--- src/design/flre_pkg.sv ---
`default_nettype none
package flre_pkg;

  localparam int RECORD_BYTES = 48;
  localparam int RF_W         = 6;

  // configuration register indexes
  localparam logic REG_IMAGE_LENGTH  = 1'b0;
  localparam logic REG_START_ADDRESS = 1'b1;

  // characters
  localparam logic [7:0] CH_LBR  = 8'h5B;
  localparam logic [7:0] CH_A    = 8'h41;
  localparam logic [7:0] CH_C    = 8'h43;
  localparam logic [7:0] CH_D    = 8'h44;
  localparam logic [7:0] CH_NL   = 8'h0A;
  localparam logic [7:0] CH_FLAG = 8'h80;

  // record sections a job may carry, in output order
  localparam int N_SEC = 5;
  localparam logic [2:0] SEC_ADDR  = 3'd0;
  localparam logic [2:0] SEC_HEAD  = 3'd1;
  localparam logic [2:0] SEC_GROUP = 3'd2;
  localparam logic [2:0] SEC_TAIL  = 3'd3;
  localparam logic [2:0] SEC_CSUM  = 3'd4;

  // queue between front and back
  localparam int QUEUE_AW = 1;
  localparam int QUEUE_DEPTH = 1 << QUEUE_AW;

  typedef struct packed {
    logic [N_SEC-1:0] sec;     // which sections to send
    logic [RF_W-1:0]  len;     // record length field
    logic [23:0]      addr;    // start address snapshot
    logic [23:0]      grp;     // packed group bytes
    logic [31:0]      sum;     // image byte sum snapshot
  } job_t;

  function automatic logic [7:0] hex_up(input logic [3:0] n);
    hex_up = (n < 4'd10) ? (8'h30 + 8'(n)) : (8'h37 + 8'(n));
  endfunction

  function automatic logic [7:0] hex_lo(input logic [3:0] n);
    hex_lo = (n < 4'd10) ? (8'h30 + 8'(n)) : (8'h57 + 8'(n));
  endfunction

  // index of the lowest set section bit
  function automatic logic [2:0] first_sec(input logic [N_SEC-1:0] m);
    logic [2:0] r;
    r = SEC_ADDR;
    for (int i = N_SEC - 1; i >= 0; i--) begin
      if (m[i]) r = 3'(i);
    end
    first_sec = r;
  endfunction

  // sections strictly after s
  function automatic logic [N_SEC-1:0] secs_after(input logic [2:0] s);
    logic [N_SEC-1:0] m;
    for (int i = 0; i < N_SEC; i++) begin
      m[i] = (3'(i) > s);
    end
    secs_after = m;
  endfunction

endpackage
`default_nettype wire

--- src/design/fastload_record_encoder_unit.sv ---
// Fastload record encoder: binary image bytes in, fastload text characters out.
// Slave stream (s_axis_*) takes one image byte per transfer. Master stream
// (m_axis_*) sends one character per transfer; tlast marks the last character
// caused by an input byte, tuser marks the final newline of the checksum record.
// Configuration (cfg_*): write image length (index 0) and start address
// (index 1) while the block is idle. Bytes past the image length are taken and
// dropped silently.
// Timing: the front takes one byte per cycle while its two-entry job queue has
// room; the back sends one character per cycle from the queue head unless the
// output stalls. A byte's first character goes through a queue entry and the
// output register to m_axis. Throughput is set by the character rate of the
// back: about 70 characters per 48-byte record, with bursts of up to 34
// characters when one byte both opens and closes the image.
// Reset: registers go to image length 1, start address 0; all counters clear,
// queue and output register empty.
// Stall: when m_axis_tready is low the character holds; the queue fills and
// then s_axis_tready drops, with no loss.
`default_nettype none
module fastload_record_encoder_unit (
  input  wire logic        clk_i,
  input  wire logic        rst_ni,
  input  wire logic        cfg_we_i,
  input  wire logic        cfg_addr_i,
  input  wire logic [23:0] cfg_data_i,
  input  wire logic        s_axis_tvalid,
  output logic             s_axis_tready,
  input  wire logic [7:0]  s_axis_tdata,   // [7:0] data_byte
  output logic             m_axis_tvalid,
  input  wire logic        m_axis_tready,
  output logic [7:0]       m_axis_tdata,   // [7:0] out_char
  output logic             m_axis_tlast,   // run_end
  output logic             m_axis_tuser    // [0] image_done
);
  import flre_pkg::*;

  logic push, full, pop, head_valid;
  job_t push_job, head_job;

  // classify bytes, track record and group position
  flre_front u_front (
    .clk_i        (clk_i),
    .rst_ni       (rst_ni),
    .cfg_we_i     (cfg_we_i),
    .cfg_addr_i   (cfg_addr_i),
    .cfg_data_i   (cfg_data_i),
    .in_valid_i   (s_axis_tvalid),
    .in_ready_o   (s_axis_tready),
    .in_byte_i    (s_axis_tdata),
    .job_push_o   (push),
    .job_o        (push_job),
    .queue_full_i (full)
  );

  flre_queue u_queue (
    .clk_i        (clk_i),
    .rst_ni       (rst_ni),
    .push_i       (push),
    .push_job_i   (push_job),
    .full_o       (full),
    .pop_i        (pop),
    .head_valid_o (head_valid),
    .head_job_o   (head_job)
  );

  // character sequencer with output register
  flre_back u_back (
    .clk_i        (clk_i),
    .rst_ni       (rst_ni),
    .head_valid_i (head_valid),
    .head_job_i   (head_job),
    .pop_o        (pop),
    .out_valid_o  (m_axis_tvalid),
    .out_ready_i  (m_axis_tready),
    .out_char_o   (m_axis_tdata),
    .out_last_o   (m_axis_tlast),
    .out_done_o   (m_axis_tuser)
  );

endmodule
`default_nettype wire

--- src/design/flre_front.sv ---
`default_nettype none
module flre_front (
  input  wire logic          clk_i,
  input  wire logic          rst_ni,
  input  wire logic          cfg_we_i,
  input  wire logic          cfg_addr_i,
  input  wire logic [23:0]   cfg_data_i,
  input  wire logic          in_valid_i,
  output logic               in_ready_o,
  input  wire logic [7:0]    in_byte_i,
  output logic               job_push_o,
  output flre_pkg::job_t     job_o,
  input  wire logic          queue_full_i
);
  import flre_pkg::*;

  logic [23:0]     img_len_q, start_addr_q;
  logic [23:0]     seen_q, seen_d;
  logic [RF_W-1:0] rfill_q, rfill_d;
  logic [15:0]     gbits_q, gbits_d;
  logic [1:0]      gfill_q, gfill_d;
  logic [31:0]     bsum_q, bsum_d;

  logic            accept, active, is_last, rec_end, do_grp;
  logic [23:0]     remaining, grp_v;
  logic [RF_W-1:0] len;

  assign in_ready_o = !queue_full_i;
  assign accept     = in_valid_i && in_ready_o;
  assign active     = seen_q < img_len_q;

  always_comb begin
    remaining = img_len_q - seen_q;
    len       = (remaining < 24'(RECORD_BYTES)) ? remaining[RF_W-1:0] : RF_W'(RECORD_BYTES);
    grp_v     = {8'h00, gbits_q} | (24'(in_byte_i) << {gfill_q, 3'b000});
    seen_d    = seen_q + 24'd1;
    rfill_d   = rfill_q + RF_W'(1);
    gfill_d   = gfill_q + 2'd1;
    bsum_d    = bsum_q + 32'(in_byte_i);
    is_last   = (seen_d == img_len_q);
    rec_end   = is_last || (rfill_d >= RF_W'(RECORD_BYTES));
    do_grp    = (gfill_q == 2'd2) || rec_end;
    gbits_d   = do_grp ? 16'h0000 : grp_v[15:0];

    job_o.sec            = '0;
    job_o.sec[SEC_ADDR]  = (seen_q == 24'd0);
    job_o.sec[SEC_HEAD]  = (rfill_q == '0);
    job_o.sec[SEC_GROUP] = do_grp;
    job_o.sec[SEC_TAIL]  = rec_end;
    job_o.sec[SEC_CSUM]  = is_last;
    job_o.len            = len;
    job_o.addr           = start_addr_q;
    job_o.grp            = grp_v;
    job_o.sum            = bsum_d;
  end

  // a byte in the middle of a group produces nothing and is not queued
  assign job_push_o = accept && active && (job_o.sec != '0);

  always_ff @(posedge clk_i or negedge rst_ni) begin
    if (!rst_ni) begin
      img_len_q    <= 24'd1;
      start_addr_q <= 24'd0;
      seen_q       <= '0;
      rfill_q      <= '0;
      gbits_q      <= '0;
      gfill_q      <= '0;
      bsum_q       <= '0;
    end else begin
      if (cfg_we_i) begin
        case (cfg_addr_i)
          REG_IMAGE_LENGTH:  img_len_q    <= cfg_data_i;
          REG_START_ADDRESS: start_addr_q <= cfg_data_i;
          default: ;
        endcase
      end
      if (accept && active) begin
        seen_q  <= seen_d;
        rfill_q <= rec_end ? '0 : rfill_d;
        gbits_q <= gbits_d;
        gfill_q <= do_grp ? 2'd0 : gfill_d;
        bsum_q  <= bsum_d;
      end
    end
  end

endmodule
`default_nettype wire

--- src/design/flre_queue.sv ---
`default_nettype none
module flre_queue (
  input  wire logic          clk_i,
  input  wire logic          rst_ni,
  input  wire logic          push_i,
  input  wire flre_pkg::job_t push_job_i,
  output logic               full_o,
  input  wire logic          pop_i,
  output logic               head_valid_o,
  output flre_pkg::job_t     head_job_o
);
  import flre_pkg::*;

  job_t                entry_q [QUEUE_DEPTH];
  logic [QUEUE_AW-1:0] wr_q, rd_q;
  logic [QUEUE_AW:0]   cnt_q;

  assign full_o       = (cnt_q == (QUEUE_AW+1)'(QUEUE_DEPTH));
  assign head_valid_o = (cnt_q != '0);
  assign head_job_o   = entry_q[rd_q];

  always_ff @(posedge clk_i) begin
    if (push_i) entry_q[wr_q] <= push_job_i;
  end

  always_ff @(posedge clk_i or negedge rst_ni) begin
    if (!rst_ni) begin
      wr_q  <= '0;
      rd_q  <= '0;
      cnt_q <= '0;
    end else begin
      if (push_i) wr_q <= wr_q + QUEUE_AW'(1);
      if (pop_i)  rd_q <= rd_q + QUEUE_AW'(1);
      case ({push_i, pop_i})
        2'b10:   cnt_q <= cnt_q + (QUEUE_AW+1)'(1);
        2'b01:   cnt_q <= cnt_q - (QUEUE_AW+1)'(1);
        default: cnt_q <= cnt_q;
      endcase
    end
  end

endmodule
`default_nettype wire

--- src/design/flre_back.sv ---
`default_nettype none
module flre_back (
  input  wire logic          clk_i,
  input  wire logic          rst_ni,
  input  wire logic          head_valid_i,
  input  wire flre_pkg::job_t head_job_i,
  output logic               pop_o,
  output logic               out_valid_o,
  input  wire logic          out_ready_i,
  output logic [7:0]         out_char_o,
  output logic               out_last_o,
  output logic               out_done_o
);
  import flre_pkg::*;

  logic       busy_q, busy_d;
  logic [2:0] sec_q, sec_d;
  logic [3:0] step_q, step_d;
  logic [7:0] hsum_q, hsum_d;
  logic [7:0] rsum_q, rsum_d;
  logic       ovalid_q;
  logic [7:0] ochar_q;
  logic       olast_q, odone_q;

  logic             take, sec_end, job_end;
  logic [2:0]       sec, k;
  logic [3:0]       step, last_step;
  logic [7:0]       ch;
  logic [3:0]       nib;
  logic [N_SEC-1:0] rest;

  assign take = head_valid_i && (!ovalid_q || out_ready_i);

  always_comb begin
    sec  = busy_q ? sec_q  : first_sec(head_job_i.sec);
    step = busy_q ? step_q : 4'd0;
    k    = '0;
    nib  = '0;
    ch   = CH_NL;
    last_step = 4'd0;

    case (sec)
      SEC_ADDR: begin
        last_step = 4'd10;
        k   = 3'(4'd7 - step);
        nib = 4'(head_job_i.addr >> {k, 2'b00});
        case (step)
          4'd0:    ch = CH_LBR;
          4'd1:    ch = CH_A;
          4'd8:    ch = hex_up(hsum_q[7:4]);
          4'd9:    ch = hex_up(hsum_q[3:0]);
          4'd10:   ch = CH_NL;
          default: ch = hex_lo(nib);
        endcase
      end
      SEC_HEAD: begin
        last_step = 4'd2;
        case (step)
          4'd0:    ch = CH_LBR;
          4'd1:    ch = CH_D;
          default: ch = CH_FLAG | 8'(head_job_i.len);
        endcase
      end
      SEC_GROUP: begin
        last_step = 4'd3;
        case (step)
          4'd0:    ch = CH_FLAG | 8'(head_job_i.grp[5:0]);
          4'd1:    ch = CH_FLAG | 8'(head_job_i.grp[11:6]);
          4'd2:    ch = CH_FLAG | 8'(head_job_i.grp[17:12]);
          default: ch = CH_FLAG | 8'(head_job_i.grp[23:18]);
        endcase
      end
      SEC_TAIL: begin
        last_step = 4'd2;
        case (step)
          4'd0:    ch = hex_up(rsum_q[7:4]);
          4'd1:    ch = hex_up(rsum_q[3:0]);
          default: ch = CH_NL;
        endcase
      end
      default: begin
        last_step = 4'd12;
        k   = 3'(4'd9 - step);
        nib = 4'(head_job_i.sum >> {k, 2'b00});
        case (step)
          4'd0:    ch = CH_LBR;
          4'd1:    ch = CH_C;
          4'd10:   ch = hex_up(hsum_q[7:4]);
          4'd11:   ch = hex_up(hsum_q[3:0]);
          4'd12:   ch = CH_NL;
          default: ch = hex_up(nib);
        endcase
      end
    endcase

    sec_end = (step == last_step);
    rest    = head_job_i.sec & secs_after(sec);
    job_end = sec_end && (rest == '0);

    busy_d = busy_q;
    sec_d  = sec_q;
    step_d = step_q;
    hsum_d = hsum_q;
    rsum_d = rsum_q;
    if (take) begin
      if (job_end) begin
        busy_d = 1'b0;
      end else if (sec_end) begin
        busy_d = 1'b1;
        sec_d  = first_sec(rest);
        step_d = 4'd0;
      end else begin
        busy_d = 1'b1;
        sec_d  = sec;
        step_d = step + 4'd1;
      end
      // running sums of the address/checksum record and of the data record
      if ((sec == SEC_ADDR && step < 4'd8) || (sec == SEC_CSUM && step < 4'd10)) begin
        hsum_d = (step == 4'd0) ? ch : hsum_q + ch;
      end
      if (sec == SEC_HEAD) begin
        rsum_d = (step == 4'd0) ? ch : rsum_q + ch;
      end else if (sec == SEC_GROUP) begin
        rsum_d = rsum_q + ch;
      end
    end
  end

  assign pop_o       = take && job_end;
  assign out_valid_o = ovalid_q;
  assign out_char_o  = ochar_q;
  assign out_last_o  = olast_q;
  assign out_done_o  = odone_q;

  always_ff @(posedge clk_i) begin
    if (take) begin
      ochar_q <= ch;
      olast_q <= job_end;
      odone_q <= (sec == SEC_CSUM) && sec_end;
    end
  end

  always_ff @(posedge clk_i or negedge rst_ni) begin
    if (!rst_ni) begin
      busy_q   <= 1'b0;
      sec_q    <= SEC_ADDR;
      step_q   <= '0;
      hsum_q   <= '0;
      rsum_q   <= '0;
      ovalid_q <= 1'b0;
    end else begin
      busy_q <= busy_d;
      sec_q  <= sec_d;
      step_q <= step_d;
      hsum_q <= hsum_d;
      rsum_q <= rsum_d;
      if (take)             ovalid_q <= 1'b1;
      else if (out_ready_i) ovalid_q <= 1'b0;
    end
  end

endmodule
`default_nettype wire

--- config.mk ---
export PLATFORM = sky130hd
export DESIGN_NAME = fastload_record_encoder_unit
export DESIGN_NICKNAME = d
export VERILOG_FILES = /design/src/design/flre_pkg.sv /design/src/design/fastload_record_encoder_unit.sv /design/src/design/flre_front.sv /design/src/design/flre_queue.sv /design/src/design/flre_back.sv
export SDC_FILE = /design/constraint.sdc
export NUM_CORES = 1
export LEC_CHECK = 0
export ABC_AREA = 1
export BUFFER_PORTS_ARGS = -buffer_cell sky130_fd_sc_hd__buf_2
export CAP_MARGIN = 15
export CORE_MARGIN = 10
export CORE_UTILIZATION = 50
export CTS_CLUSTER_DIAMETER = 80
export DETAILED_ROUTE_END_ITERATION = 7
export GPL_TIMING_DRIVEN = 0
export HOLD_SLACK_MARGIN = 0.08
export PLACE_DENSITY_LB_ADDON = 0.05
export SKIP_CTS_REPAIR_TIMING = 1
export SYNTH_ARGS = -nofsm -noshare
export SYNTH_HDL_FRONTEND = slang
export SYNTH_SLANG_ARGS = --single-unit
--- constraint.sdc ---
create_clock -name clk_i -period 6.1 [get_ports clk_i]
set_clock_uncertainty 0.05 [all_clocks]
set_input_delay 0.305 -clock clk_i [delete_from_list [all_inputs] [get_ports clk_i]]
set_output_delay 0.305 -clock clk_i [all_outputs]
set_load 0.02 [all_outputs]
==> results.md, run 1 <==
Outcome:
- The flow ran to the end, and the final reports show no timing, DRC or antenna violations.

Power:
- The maximum vdd ir drop is 230 uV.
- The total leakage power is 9.52 nW.
- In this run the power density over the cells is 541 nW/um^2.

Timing:
- Of the available clock period, the critical path in the final layout requires 91.9%.
- The count of final setup violators is 0.
- The transition time at the pin with the least slew margin is 874 ps.
- The tightest hold path in the finished design has a slack of 147 ps.
- The final number of max-transition violations is 0.
- Headroom to the max-slew limit came out at 41.7%.
- The final critical delay including setup and external delays is 5600 ps.
- The smallest setup slack after layout is 497 ps.
- Setup repair after global routing left no endpoint under its margin.
- The setup TNS after final layout is 0 ps.
- The number of endpoints with negative hold slack in the final report is 0.
- The top achievable clock speed is 0.178 GHz.

Clock network:
- The later pin in the worst-skew pair is clocked with a latency of 580 ps.
- The clock root buffer master is clkbuf_16.
- The clock transition at the register clock pins on the worst setup and hold paths after CTS is 60 ps.
- The H-tree was split into 2 levels.
- The total CTS buffers is 39.
- TritonCTS built the clock tree.
- For this design, the sink count on the clock tree is 349.
- The clock passes through at most 3 buffers.

Synthesis:
- The share of Yosys cell area claimed by the top area cell type is 29.9%.
- After synthesis, the cell types taking the most area are edfxtp_1 (30%), dfrtp_1 (20%), nand2_1 (12%).
- The warning count from the yosys run is 0.
- When the netlist entered floorplanning its net count stood at 2359.
- After synthesis the netlist holds a flip-flop and latch count of 349.
- The count of different cell masters after synthesis is 63.
- The sequential element share of the synthesized area is 50.3%.
- The average instance in the mapped netlist occupies 8.56 um^2.
- After synthesis, the share of flip-flops with an asynchronous set or reset is 45.0%.
- Synthesis handed over a netlist of 2252 instances.
- The cell taking the most area after synthesis is edfxtp_1.
- In the synthesized netlist the dominant register cell turns out to be edfxtp_1.
- Summing every instance area after synthesis gives 19300 um^2.
- Yosys mapped a number of flops with a built-in enable equal to 192.

Detailed routing:
- The detailed-route DRC error count is 0.
- The average wire length per cell after detail routing is 19.5 um.
- The overall routed net length is 56800 um.
- The iteration-0 DRC count of the detailed router is 1393.
- The first detailed-routing pass ran for 5 iterations.
- In this run the remaining antenna-violating nets after routing total 0.
- The total via count after detailed routing is 16100.
- In the routed layout, each cell is associated on average with a via count of 5.52.

Worst setup path:
- The critical path class is reg2reg.
- The kind of start point of the critical path is a flop.
- Along the worst path, the maximum fanout reaches 11.
- For this run, the slowest stage of the critical path takes 510 ps.
- The cell count of the worst reg-to-reg path is 24.
- The setup slack of the most critical reg-to-reg path is 500 ps.
- The signal on the critical path passes through buf_4 -> nand2_2 -> inv_1 -> buf_4 -> buf_2 -> ha_1 -> nand3_1 -> nand2_1 -> nor2_1 -> inv_1 -> a21oi_1 -> o41ai_1 -> nand3_1 -> nor2_1 -> nor2_1 -> ha_1 -> fa_1 -> a21o_1 -> a21oi_1 -> o21ai_0 -> a21oi_1 -> xnor2_1 -> o21ai_0 -> o21ai_0.
- The nature of the critical path endpoint is a flop.
- The worst register-to-register path ends at u_back.hsum_q[6].
- Data on the critical path arrives at its endpoint at 6000 ps.
- The start of the worst register-to-register path is u_back.busy_q.
- Data on the critical path is required at its endpoint by 6500 ps.
- The largest individual stage delay along the critical path comes from the cell nand2_1.

Die:
- The die span in y is 216 um.
- The die covers 46800 um^2.
- From left edge to right edge, the die measures 216 um.
- The I/O pin total is 50.
- For this configuration, the core starts out at a cell density of 50.9%.
- The number of standard-cell rows in the floorplan is 71.
- The region available for standard cell placement spans 37800 um^2.

Place:
- At the placement stage, the worst setup path has a slack of 577 ps.
- In this run the tool buffered the top-level ports with 49 buffer cells.
- The congestion estimate from routability-driven global placement came to 0.892.
- The HPWL after detailed placement is 42200 um.

Worst hold path:
- The worst hold path was traced through 3 stages.
- The kind of path behind the tightest hold check is in2reg.
- The end point of the most critical hold path is u_queue.entry_q[1][50].
- The startpoint identified for the worst hold timing path is s_axis_tdata[2].

Final layout:
- The library cells used most frequently in the layout, excluding fill and tap cells, are nand2_1 (597), inv_1 (217), o21ai_0 (217).
- Of the cells placed in the final design, the portion with a size suffix greater than 1 is 8.61%.
- The number of inserted diodes is 0.
- The final net count is 2480.
- The library cell used most frequently in the layout, excluding fill and tap cells, is nand2_1.
- The area growth from synthesis to layout is 13.3%.

Global routing:
- The first global-routing pass estimated 88100 um of wire.
- The total track usage is 24.0%.
- The largest net degree at the start of global routing is 87.
- The number of global-route vias before repair came to 15500.
- The total overflow left after global routing is 0.
- The initial antenna violation count is 0.

Run:
- The count of maximum capacitance violations is 0.
-- final cells by class --
cell class,instances,area (um^2)
Sequential cell,349,9700
Buffer,67,327
Tap cell,511,639
Clock buffer,54,1090
Timing Repair Buffer,80,631
Inverter,228,861
Fill cell,3427,16000
Clock inverter,18,190
Multi-Input combinational cell,1608,8400
-- worst max-delay path, delay by kind of cell, from the launching register on --
family	cells	cell delay, ps
xor gates and xnor gates	1	80
AOI/OAI and AO/OA	8	1280
and+or+nand+nor	7	1490
adders and majority gates	3	860
buffers and inverters	5	1400
DFF	1	320
-- worst max path at each step --
stage,start,to,slack [ps]
after global placement,u_front.seen_q[16],u_queue.entry_q[1][14],-730
after CTS,u_back.busy_q,u_back.hsum_q[6],540
after global routing,u_back.busy_q,u_back.hsum_q[6],130
after floorplan,u_front.img_len_q[0],u_queue.entry_q[1][0],1350
after detailed placement,u_back.busy_q,u_back.hsum_q[6],580
final,u_back.busy_q,u_back.hsum_q[6],500
-- flip-flops by register name (all words and copies together), names as in the netlist, 6 cells and up --
signal and flops:
u_queue.entry_q 182, u_front.bsum_q 32, u_front.img_len_q 24, u_front.seen_q 24, u_front.start_addr_q 24, u_front.gbits_q 16
u_back.hsum_q 8, u_back.out_char_o 8, u_back.rsum_q 8, u_front.rfill_q 6
-- power by group --
group          total [mW]  internal [mW]  switching (mW)
clock network        2.35           1.35           0.996
logic                5.89           1.89            4.00
registers            3.57           3.22           0.347
-- Yosys cell counts (2+ instances only) --
library cell	number
dfrtp_1	156
o211ai_1	30
inv_1	218
buf_1	4
o311ai_0	5
a221oi_1	3
xor2_1	53
nand2_1	597
nand3_2	3
edfxtp_1	192
nand3b_1	11
fa_1	4
and2_1	3
a31oi_1	5
inv_2	5
o21a_1	2
clkinv_1	4
nor3_1	20
or2_2	14
a21o_1	5
nor2_8	2
o21bai_1	11
a21oi_1	108
nand2_4	3
ha_1	65
clkbuf_1	32
a31o_2	7
o21ai_0	217
nor2_2	8
nand4_1	27
nor4_1	13
o21ai_1	16
o22ai_1	10
o41ai_1	4
nand2b_1	2
nand3_1	117
buf_4	7
buf_2	21
buf_6	3
nor2_1	194
nand2_2	9
o221ai_1	2
xnor2_1	20
-- logic make-up (layout without fill, tap and decap cells) --
kind of cell,count (synthesis),after routing,synth area share (%)
AND/OR/NAND/NOR,1031,1031,22.9
AO/OA/AOI/OAI,433,433,12.5
flip-flops,349,349,50.3
buffers and inverters,295,447,6.15
XOR/XNOR,74,74,3.43
adder cells (fa/ha/maj),69,69,4.63
multiplexers,1,1,0.0519
-- stage by stage --
stage               cell area (um^2)  util [%]  cells  power [mW]
floorplan                      19300         -   2252        7.62
global placement               20200      53.3   2812        9.28
detailed placement             20300      53.6   2817        9.42
CTS                            21600      57.0   2889        11.8
global route                   21800      57.7   2915        12.7
finish                         21800      57.7   2915        11.8
-- per-layer routing --
layer | GRT usage [%] | vias up | share of wire (%)
li1 | - | 7834 | -
met1 | 31.2 | 7674 | 43
met2 | 40.4 | 490 | 48
met3 | 3.57 | 102 | 5.6
met4 | 8.09 | 0 | 3.2
met5 | 0 | - | 0
Power figures use the tool's default switching activity.
==> run 2, diff against run 1 <==
--- a/config.mk
+++ b/config.mk
@@ -13,8 +13,8 @@
 export CTS_CLUSTER_DIAMETER = 80
 export DETAILED_ROUTE_END_ITERATION = 7
-export GPL_TIMING_DRIVEN = 0
 export HOLD_SLACK_MARGIN = 0.08
 export PLACE_DENSITY_LB_ADDON = 0.05
 export SKIP_CTS_REPAIR_TIMING = 1
+export SLEW_MARGIN = 20
 export SYNTH_ARGS = -nofsm -noshare
 export SYNTH_HDL_FRONTEND = slang
==> constraint.sdc (replaced) <==
create_clock -name clk_i -period 6.1 [get_ports clk_i]
set_clock_uncertainty 0.05 [all_clocks]
set_input_delay 0.61 -clock clk_i [delete_from_list [all_inputs] [get_ports clk_i]]
set_output_delay 0.61 -clock clk_i [all_outputs]
set_load 0.02 [all_outputs]
==> run 2 against run 1 <==
  * Critical path depth decreased by 4
  * Combinational power decreased by 5.9%
  * Register-to-register slack improved by 590 ps
  * Total power decreased by 1.5%
  * Maximum frequency increased by 12%
  * First-iteration DRC count decreased by 20%
  * Sequential share of layout area increased by 1.0 points
  * Non-clock buffer count decreased by 82
  * Hold slack improved by 42 ps
  * Core utilization decreased by 1.3 points
  * Critical path type unchanged
  * Critical endpoint is now u_back.hsum_q[7]
  * Largest cell class unchanged
==> results.md, run 2 (synthesis gave the netlist of run 1 again) <==
Power:
- Of the total power, the share spent switching nets is 44.2%.
- The portion of total power attributed to sequential cells is 31.2%.
- The power share of the clock group is 21.2%.
- Internal power comes to 6.49 mW.
- For this design the ratio of total power to cell area is 545 nW/um^2.
- The total leakage power is 9.27 nW.
- The net switching power figure is 5.14 mW.
- Across the VDD grid, the largest voltage drop is 248 uV.
- The share of total power in combinational logic is 47.6%.

Global routing:
- The number of global-route vias before repair is 15000.
- For met1 alone, demand over resource in global routing was 28.2%.
- The largest net degree at the start of global routing is 93.
- The initial antenna violation count is 0.
- The met3 layer usage reported by global route is 3.27%.
- For met2 alone, demand over resource in global routing was 37.8%.
- Global routing used 22.1% of the available tracks.
- The global routing stage identified its most utilized layer as met2.
- The first global-routing pass estimated 82800 um of wire.
- The final global-route overflow total is 0.

Timing:
- Setup repair after global routing left no endpoint under its margin.
- Based on the critical path, the design can be clocked at up to 0.200 GHz.
- After layout, the minimum clock period comes to 5010 ps.
- In this run the tightest slew margin relative to its limit is 30.5%.
- The final number of max-transition violations is 0.
- The number of endpoints with negative hold slack in the final report is 0.
- The transition time at the pin with the least slew margin is 1040 ps.
- The count of final setup violators is 0.
- The setup TNS after final layout is 0 ps.
- The worst path uses 82.1% of the clock period.

Worst setup path:
- The worst setup path is launched from a flop.
- Measured in cells, the most critical reg-to-reg path has a length of 20.
- In this run the critical register-to-register path is captured at u_back.hsum_q[7].
- The most critical setup path has its endpoint at u_back.hsum_q[7].
- The largest fanout on the critical path is 15.
- For the worst setup path, the data required time is 6510 ps.
- STA puts the critical path data arrival time at 5420 ps.
- The worst setup path is of the reg2reg kind.
- In this run the worst setup path begins at u_back.busy_q.
- The start of the worst register-to-register path is u_back.busy_q.
- Setup slack on the worst reg-to-reg path comes out at 1090 ps.
- The nature of the critical path endpoint is a flop.

Final layout:
- The final net count is 2399.
- The register ranked first by flip-flop count is u_queue.entry_q.
- The register with the most flip-flops in the layout has 182 of them.
- The area used by sequential logic in the layout is 9700 um^2.
- The repair_antennas step left the layout with diodes totalling 0.
- Cells with a size suffix above 1 make up 8.22% of the layout.
- The layout filler cell count is 3524.
- In the final layout, the registers with the most flip-flops are u_queue.entry_q: 182 flops, u_front.bsum_q: 32 flops.
- The most common cell after layout, fill and taps aside is nand2_1.
- Leaving out fill and tap cells, the most frequent cells in the layout are nand2_1 (596), o21ai_0 (217), inv_1 (216).
- The multi-input combinational cell area is 8410 um^2.
- The layout overhead on the synthesized area is 10.8%.
- At the end of the flow the core is filled with cells to 56.4%.

Clock network:
- The clock reaches the later pin of the worst-skew pair after 580 ps.
- The TritonCTS clock tree is done.
- The sink count of the clock tree is 349.
- The H-tree was split into 2 levels.
- The clock root buffer master is clkbuf_16.
- Clock tree synthesis inserted a total of 40 buffers.
- The clock transition at the register clock pins on the worst setup and hold paths after CTS is 60 ps.
- The largest buffer count on any clock path is 3.

Outcome:
- The run finished with clean final reports.

Place:
- The number of buffer cells added on primary ports is 49.
- The wire-length estimate of the detail-placed layout is 37800 um.
- The congestion estimate from routability-driven global placement came to 0.959.

Die:
- In this run the standard cell core region covers 37800 um^2.
- The number of standard-cell rows in the floorplan is 71.
- During I/O placement, the number of pins put on the boundary was 50.
- The die covers 46800 um^2.
- The initial utilization of the core area, before any placement, comes to 50.9%.
- In this run the horizontal extent of the chip is 216 um.
- The floorplan step set the die height to 216 um.

Run:
- The count of maximum capacitance violations is 0.

Detailed routing:
- In this run the remaining antenna-violating nets after routing total 0.
- After detailed routing, the total wire length is 52500 um.
- After detailed routing, the number of remaining DRC violations is 0.
- The final route contains 15500 vias.
- Using the TritonRoute via totals, the vias-per-cell ratio works out to 5.47.
- The iteration-0 DRC count of the detailed router is 1115.
- The first TritonRoute pass finished after 5 iterations.
- The average wire length per cell after detail routing is 18.5 um.

Worst hold path:
- The path class of the tightest hold or removal check is in2reg.
## run 2: metrics by stage
stage | cell area (um^2) | hold slack [ps] | total power [mW] | instances | worst slack [ps]
6_report | 21300 | 190 | 11.6 | 2835 | 1090
5_1_grt | 21300 | 203 | 12.6 | 2835 | 630
4_1_cts | 21300 | 26.6 | 11.7 | 2834 | 1060
3_5_place_dp | 20000 | 405 | 9.16 | 2760 | 1080
3_3_place_gp | 20000 | 400 | 9.08 | 2760 | 1180
2_1_floorplan | 19300 | 264 | 7.62 | 2252 | 1350
## run 2: per-layer routing
metal	vias to the layer above	part of all wire (%)	wire, um
met5	-	0	0
met4	0	3.2	1700
met3	92	4.4	2310
met2	399	49	25600
met1	7362	44	22900
li1	7652	-	-
## run 2: worst max-delay path: stages, from the launching register on
cell and delay [ps]:
dfrtp_1 500, nand2_1 490, clkinv_1 490, ha_1 500
inv_1 140, nand3_1 110, nand2_1 170, inv_1 60
ha_1 200, inv_1 70, nor2_1 40, o21ai_0 210
o21ai_0 180, a21oi_1 460, ha_1 380, a21oi_1 180
o221ai_1 150, a21oi_1 140, o21a_1 150, xor2_1 140
o21ai_1 70
## run 2: worst min-delay path by stage
stage | from | to | slack, ps | depth (start not counted)
floorplan | rst_ni | u_back.busy_q | 260 | 0
global placement | u_front.start_addr_q[0] | u_queue.entry_q[1][56] | 400 | 0
detailed placement | u_front.start_addr_q[9] | u_queue.entry_q[1][65] | 400 | 0
CTS | rst_ni | u_front.bsum_q[16] | 30 | 1
global route | m_axis_tready | u_back.out_valid_o | 200 | 2
finish | m_axis_tready | u_back.out_valid_o | 190 | 2
## run 2: final cells by class
cell class | instances | area share (%)
clock buffers | 52 | 4.95
clock inverters | 22 | 1.43
inverters | 228 | 4.03
multi-input cells | 1608 | 39.4
flip-flops and latches | 349 | 45.4
well taps | 511 | 2.99
repair buffers | 65 | 1.81
## run 2: power groups by stage
stage | Sequential [mW] | Clock (mW) | Combinational (mW)
6_report | 3.63 | 2.47 | 5.54
3_5_place_dp | 3.66 | 0 | 5.50
5_1_grt | 3.68 | 2.63 | 6.26
2_1_floorplan | 3.55 | 0 | 4.07
4_1_cts | 3.62 | 2.52 | 5.53
3_3_place_gp | 3.66 | 0 | 5.42
==> run 3, diff against run 2 <==
clock period = 4.15 ns   (was 6.1 ns; I/O delays follow)
==> run 3 against run 2 <==
  * Sequential cell count unchanged
  * Sequential power grew 47%
  * First-iteration DRC count up 7.8%
  * Total power up 57%
  * Setup slack lost 880 ps
  * Sequential share of layout area is 1.9 points lower
  * Register-to-register slack worse by 880 ps
  * Global-route usage grew 0.48 points
  * Critical path depth increased by 7
  * Largest power group unchanged
  * Highest routed layer unchanged
==> results.md, run 3 (synthesis gave the netlist of run 1 again) <==
Timing:
- Adding up every negative setup slack in the final design gives 0 ps.
- The final number of max-transition violations is 0.
- For the pin with the worst max-slew slack, the measured transition is 963 ps.
- Derived from the worst setup path, the maximum achievable clock frequency is 0.254 GHz.
- Hold is met by 61.6 ps.
- The count of final setup violators is 0.
- The share of the clock period used by the worst path is 94.9%.
- The number of endpoints with negative hold slack in the final report was 0.
- The worst pin sits at a relative slew slack of 35.8%.
- The final critical delay including setup and external delays is 3940 ps.

Outcome:
- The run finished with clean final reports.

Worst setup path:
- Counting cells, the worst reg-to-reg path comes to 27.
- The endpoint of the worst-slack reg-to-reg timing path is u_back.rsum_q[6].
- The start of the worst register-to-register path is u_queue.rd_q.
- For the worst setup path, the data required time is 4540 ps.
- STA classifies the critical path startpoint as a flop.
- The worst register-to-register path has a setup slack of 210 ps.
- Data on the critical path arrives at its endpoint at 4330 ps.
- The largest fanout on the critical path is 8.
- The nature of the critical path endpoint is a flop.
- The worst setup path is of the reg2reg kind.

Run:
- The tool flagged a number of max-cap violations equal to 0.

Clock network:
- The later pin in the worst-skew pair is clocked with a latency of 590 ps.
- The tree is rooted in a clkbuf_16.
- In this run the number of H-tree levels came out at 2.
- In this run, CTS created clock tree buffers numbering 42.
- No sink is reached through more buffers than the 3 on the longest clock path.
- TritonCTS built the clock tree.
- Clock-pin slew was measured on the worst setup and hold paths at 60 ps.
- The sink count of the clock tree is 349.

Global routing:
- The total track usage is 22.6%.
- The first global-routing pass estimated 84900 um of wire.
- The number of global-route vias before repair was 15400.
- The largest net degree at the start of global routing is 94.
- The initial antenna violation count came to 0.
- The final global-route overflow total is 0.

Worst hold path:
- The depth of the worst hold-timing path is 3.
- The end point of the most critical hold path is u_front.start_addr_q[18].
- The worst hold path begins at cfg_data_i[18].
- The path class of the tightest hold or removal check is in2reg.

Detailed routing:
- After the first detailed-routing iteration, the DRC count stood at 1202.
- The count of nets left with antenna violations once routing finished came out at 0.
- For this run, design rule violations remaining after detail routing come to 0.
- Detailed routing inserted a total of 15900 vias.
- After detailed routing, the average wire length per cell comes to 18.6 um.
- In the routed layout, each cell is associated on average with a via count of 5.44.
- The pre-antenna-repair detailed-routing pass consisted of 6 iterations.
- The overall routed net length is 54300 um.

Power:
- The power density relative to cell area is 817 nW/um^2.
- Net switching is 43.3% of the power.
- Combinational logic burns 50.2% of the power.
- The portion of total power attributed to sequential cells is 29.2%.
- In this run the power spent charging and discharging nets is 7.89 mW.
- The total power after layout is 18.2 mW.
- The analysis attributes to cell leakage a power of 9.75 nW.
- Internal power comes to 10.3 mW.
- The power share of the clock group is 20.6%.
- The worst-case IR drop observed on VDD is 505 uV.

Final layout:
- The register ranked first by flip-flop count is u_queue.entry_q.
- The largest registers in the layout are u_queue.entry_q: 182 flops, u_front.bsum_q: 32 flops.
- The number of flip-flops in the largest register is 182.
- For this run, the number of standard cells in the final layout without fillers is 2917.
- The library cell used most frequently in the layout, excluding fill and tap cells, is nand2_1.
- The number of inserted diodes is 0.
- The library cells used most frequently in the layout, excluding fill and tap cells, are nand2_1 (593), o21ai_0 (212), inv_1 (210).
- The fraction of final layout cells sized beyond drive strength 1 is 11.7%.
- The final net count is 2479.
- The layout overhead on the synthesized area is 15.6%.
- The layout has 3464 filler cells.

Place:
- The final weighted congestion of routability-driven global placement is 0.906.
- In this run the tool buffered the top-level ports with 49 buffer cells.
- Once detailed placement completed, the half-perimeter wirelength came to 38800 um.
- The number of placed instances with taps included is 2812.

Die:
- The floorplan has 71 rows.
- The die span in y is 216 um.
- The placeable core area is 37800 um^2.
- The I/O pin total is 50.
- The die is 216 um wide.
- The floorplan step defined a die boundary enclosing 46800 um^2.
- Once the floorplan was initialized, standard cells occupied 50.9% of the core.
[run 3: changes by cell type in the layout (fill, tap and decap cells not counted), moves of 5 or more]
cell	previous run	this run
buf_4	14	65
dlygate4sd3_1	1	14
buf_6	1	7
inv_1	216	210
buf_12	1	6
inv_2	6	11
nand3_1	117	112
o21ai_0	217	212
[run 3: metrics by stage]
| step | utilization (%) | setup WS (ps) | area (um^2) |
|---|---|---|---|
| finish | 58.9 | 211 | 22300 |
| global route | 58.9 | -39.0 | 22300 |
| CTS | 57.8 | -213 | 21900 |
| detailed placement | 54.0 | -188 | 20400 |
| global placement | 54.0 | -54.8 | 20400 |
| floorplan | - | 249 | 19300 |
[run 3: critical path, cell delays in order (launching register included)]
cell and delay (ps):
dfrtp_2 550, clkinv_8 130, buf_4 200, nand2_1 80, nand2_1 100, nand3_1 90
nand2_1 60, nand2_1 90, nand2_2 100, inv_1 130, nand3_2 100, inv_2 160
o41ai_2 120, nand3_1 80, nor2_1 50, nor2_1 160, buf_4 150, ha_1 150
inv_1 60, fa_1 400, o21ai_1 220, a21oi_1 90, inv_1 60, a21oi_1 70
a21oi_1 140, o21ai_0 90, nand2_1 60, o21ai_0 70
[run 3: final cells by class]
class | instances | area, um^2 | area share [%]
sequential | 349 | 9700 | 43.5
multi-input combinational | 1608 | 8520 | 38.2
timing repair buffer | 142 | 1120 | 5.01
clock buffer | 56 | 1110 | 5.00
inverter | 228 | 875 | 3.92
tap | 511 | 639 | 2.87
clock inverter | 22 | 322 | 1.44
timing repair inverter | 1 | 8.76 | 0.0393
[run 3: worst max-delay path by stage]
| stage | from | endpoint | slack [ps] | depth (start not counted) |
|---|---|---|---|---|
| after global routing | u_queue.rd_q | u_back.hsum_q[5] | -40 | 28 |
| after CTS | u_queue.rd_q | u_back.hsum_q[7] | -210 | 20 |
| after global placement | u_queue.rd_q | u_back.hsum_q[7] | -50 | 20 |
| after floorplan | u_back.busy_q | u_back.hsum_q[6] | 250 | 22 |
| final | u_queue.rd_q | u_back.rsum_q[6] | 210 | 27 |
| after detailed placement | u_queue.rd_q | u_back.hsum_q[7] | -190 | 20 |
[run 3: per-layer routing]
metal	vias up	track usage (%)	routed length, um
li1	7824	-	-
met2	409	38.3	26300
met4	0	7.55	1860
met5	-	0	0
met1	7550	29.1	23600
met3	98	3.44	2630
[run 3: power by group through the flow]
stage	clock (mW)	sequential [mW]	combinational (mW)
global placement	0	5.34	8.56
floorplan	0	5.21	5.98
finish	3.76	5.32	9.14
global route	3.98	5.40	10.2
CTS	3.84	5.30	8.75
detailed placement	0	5.35	8.70
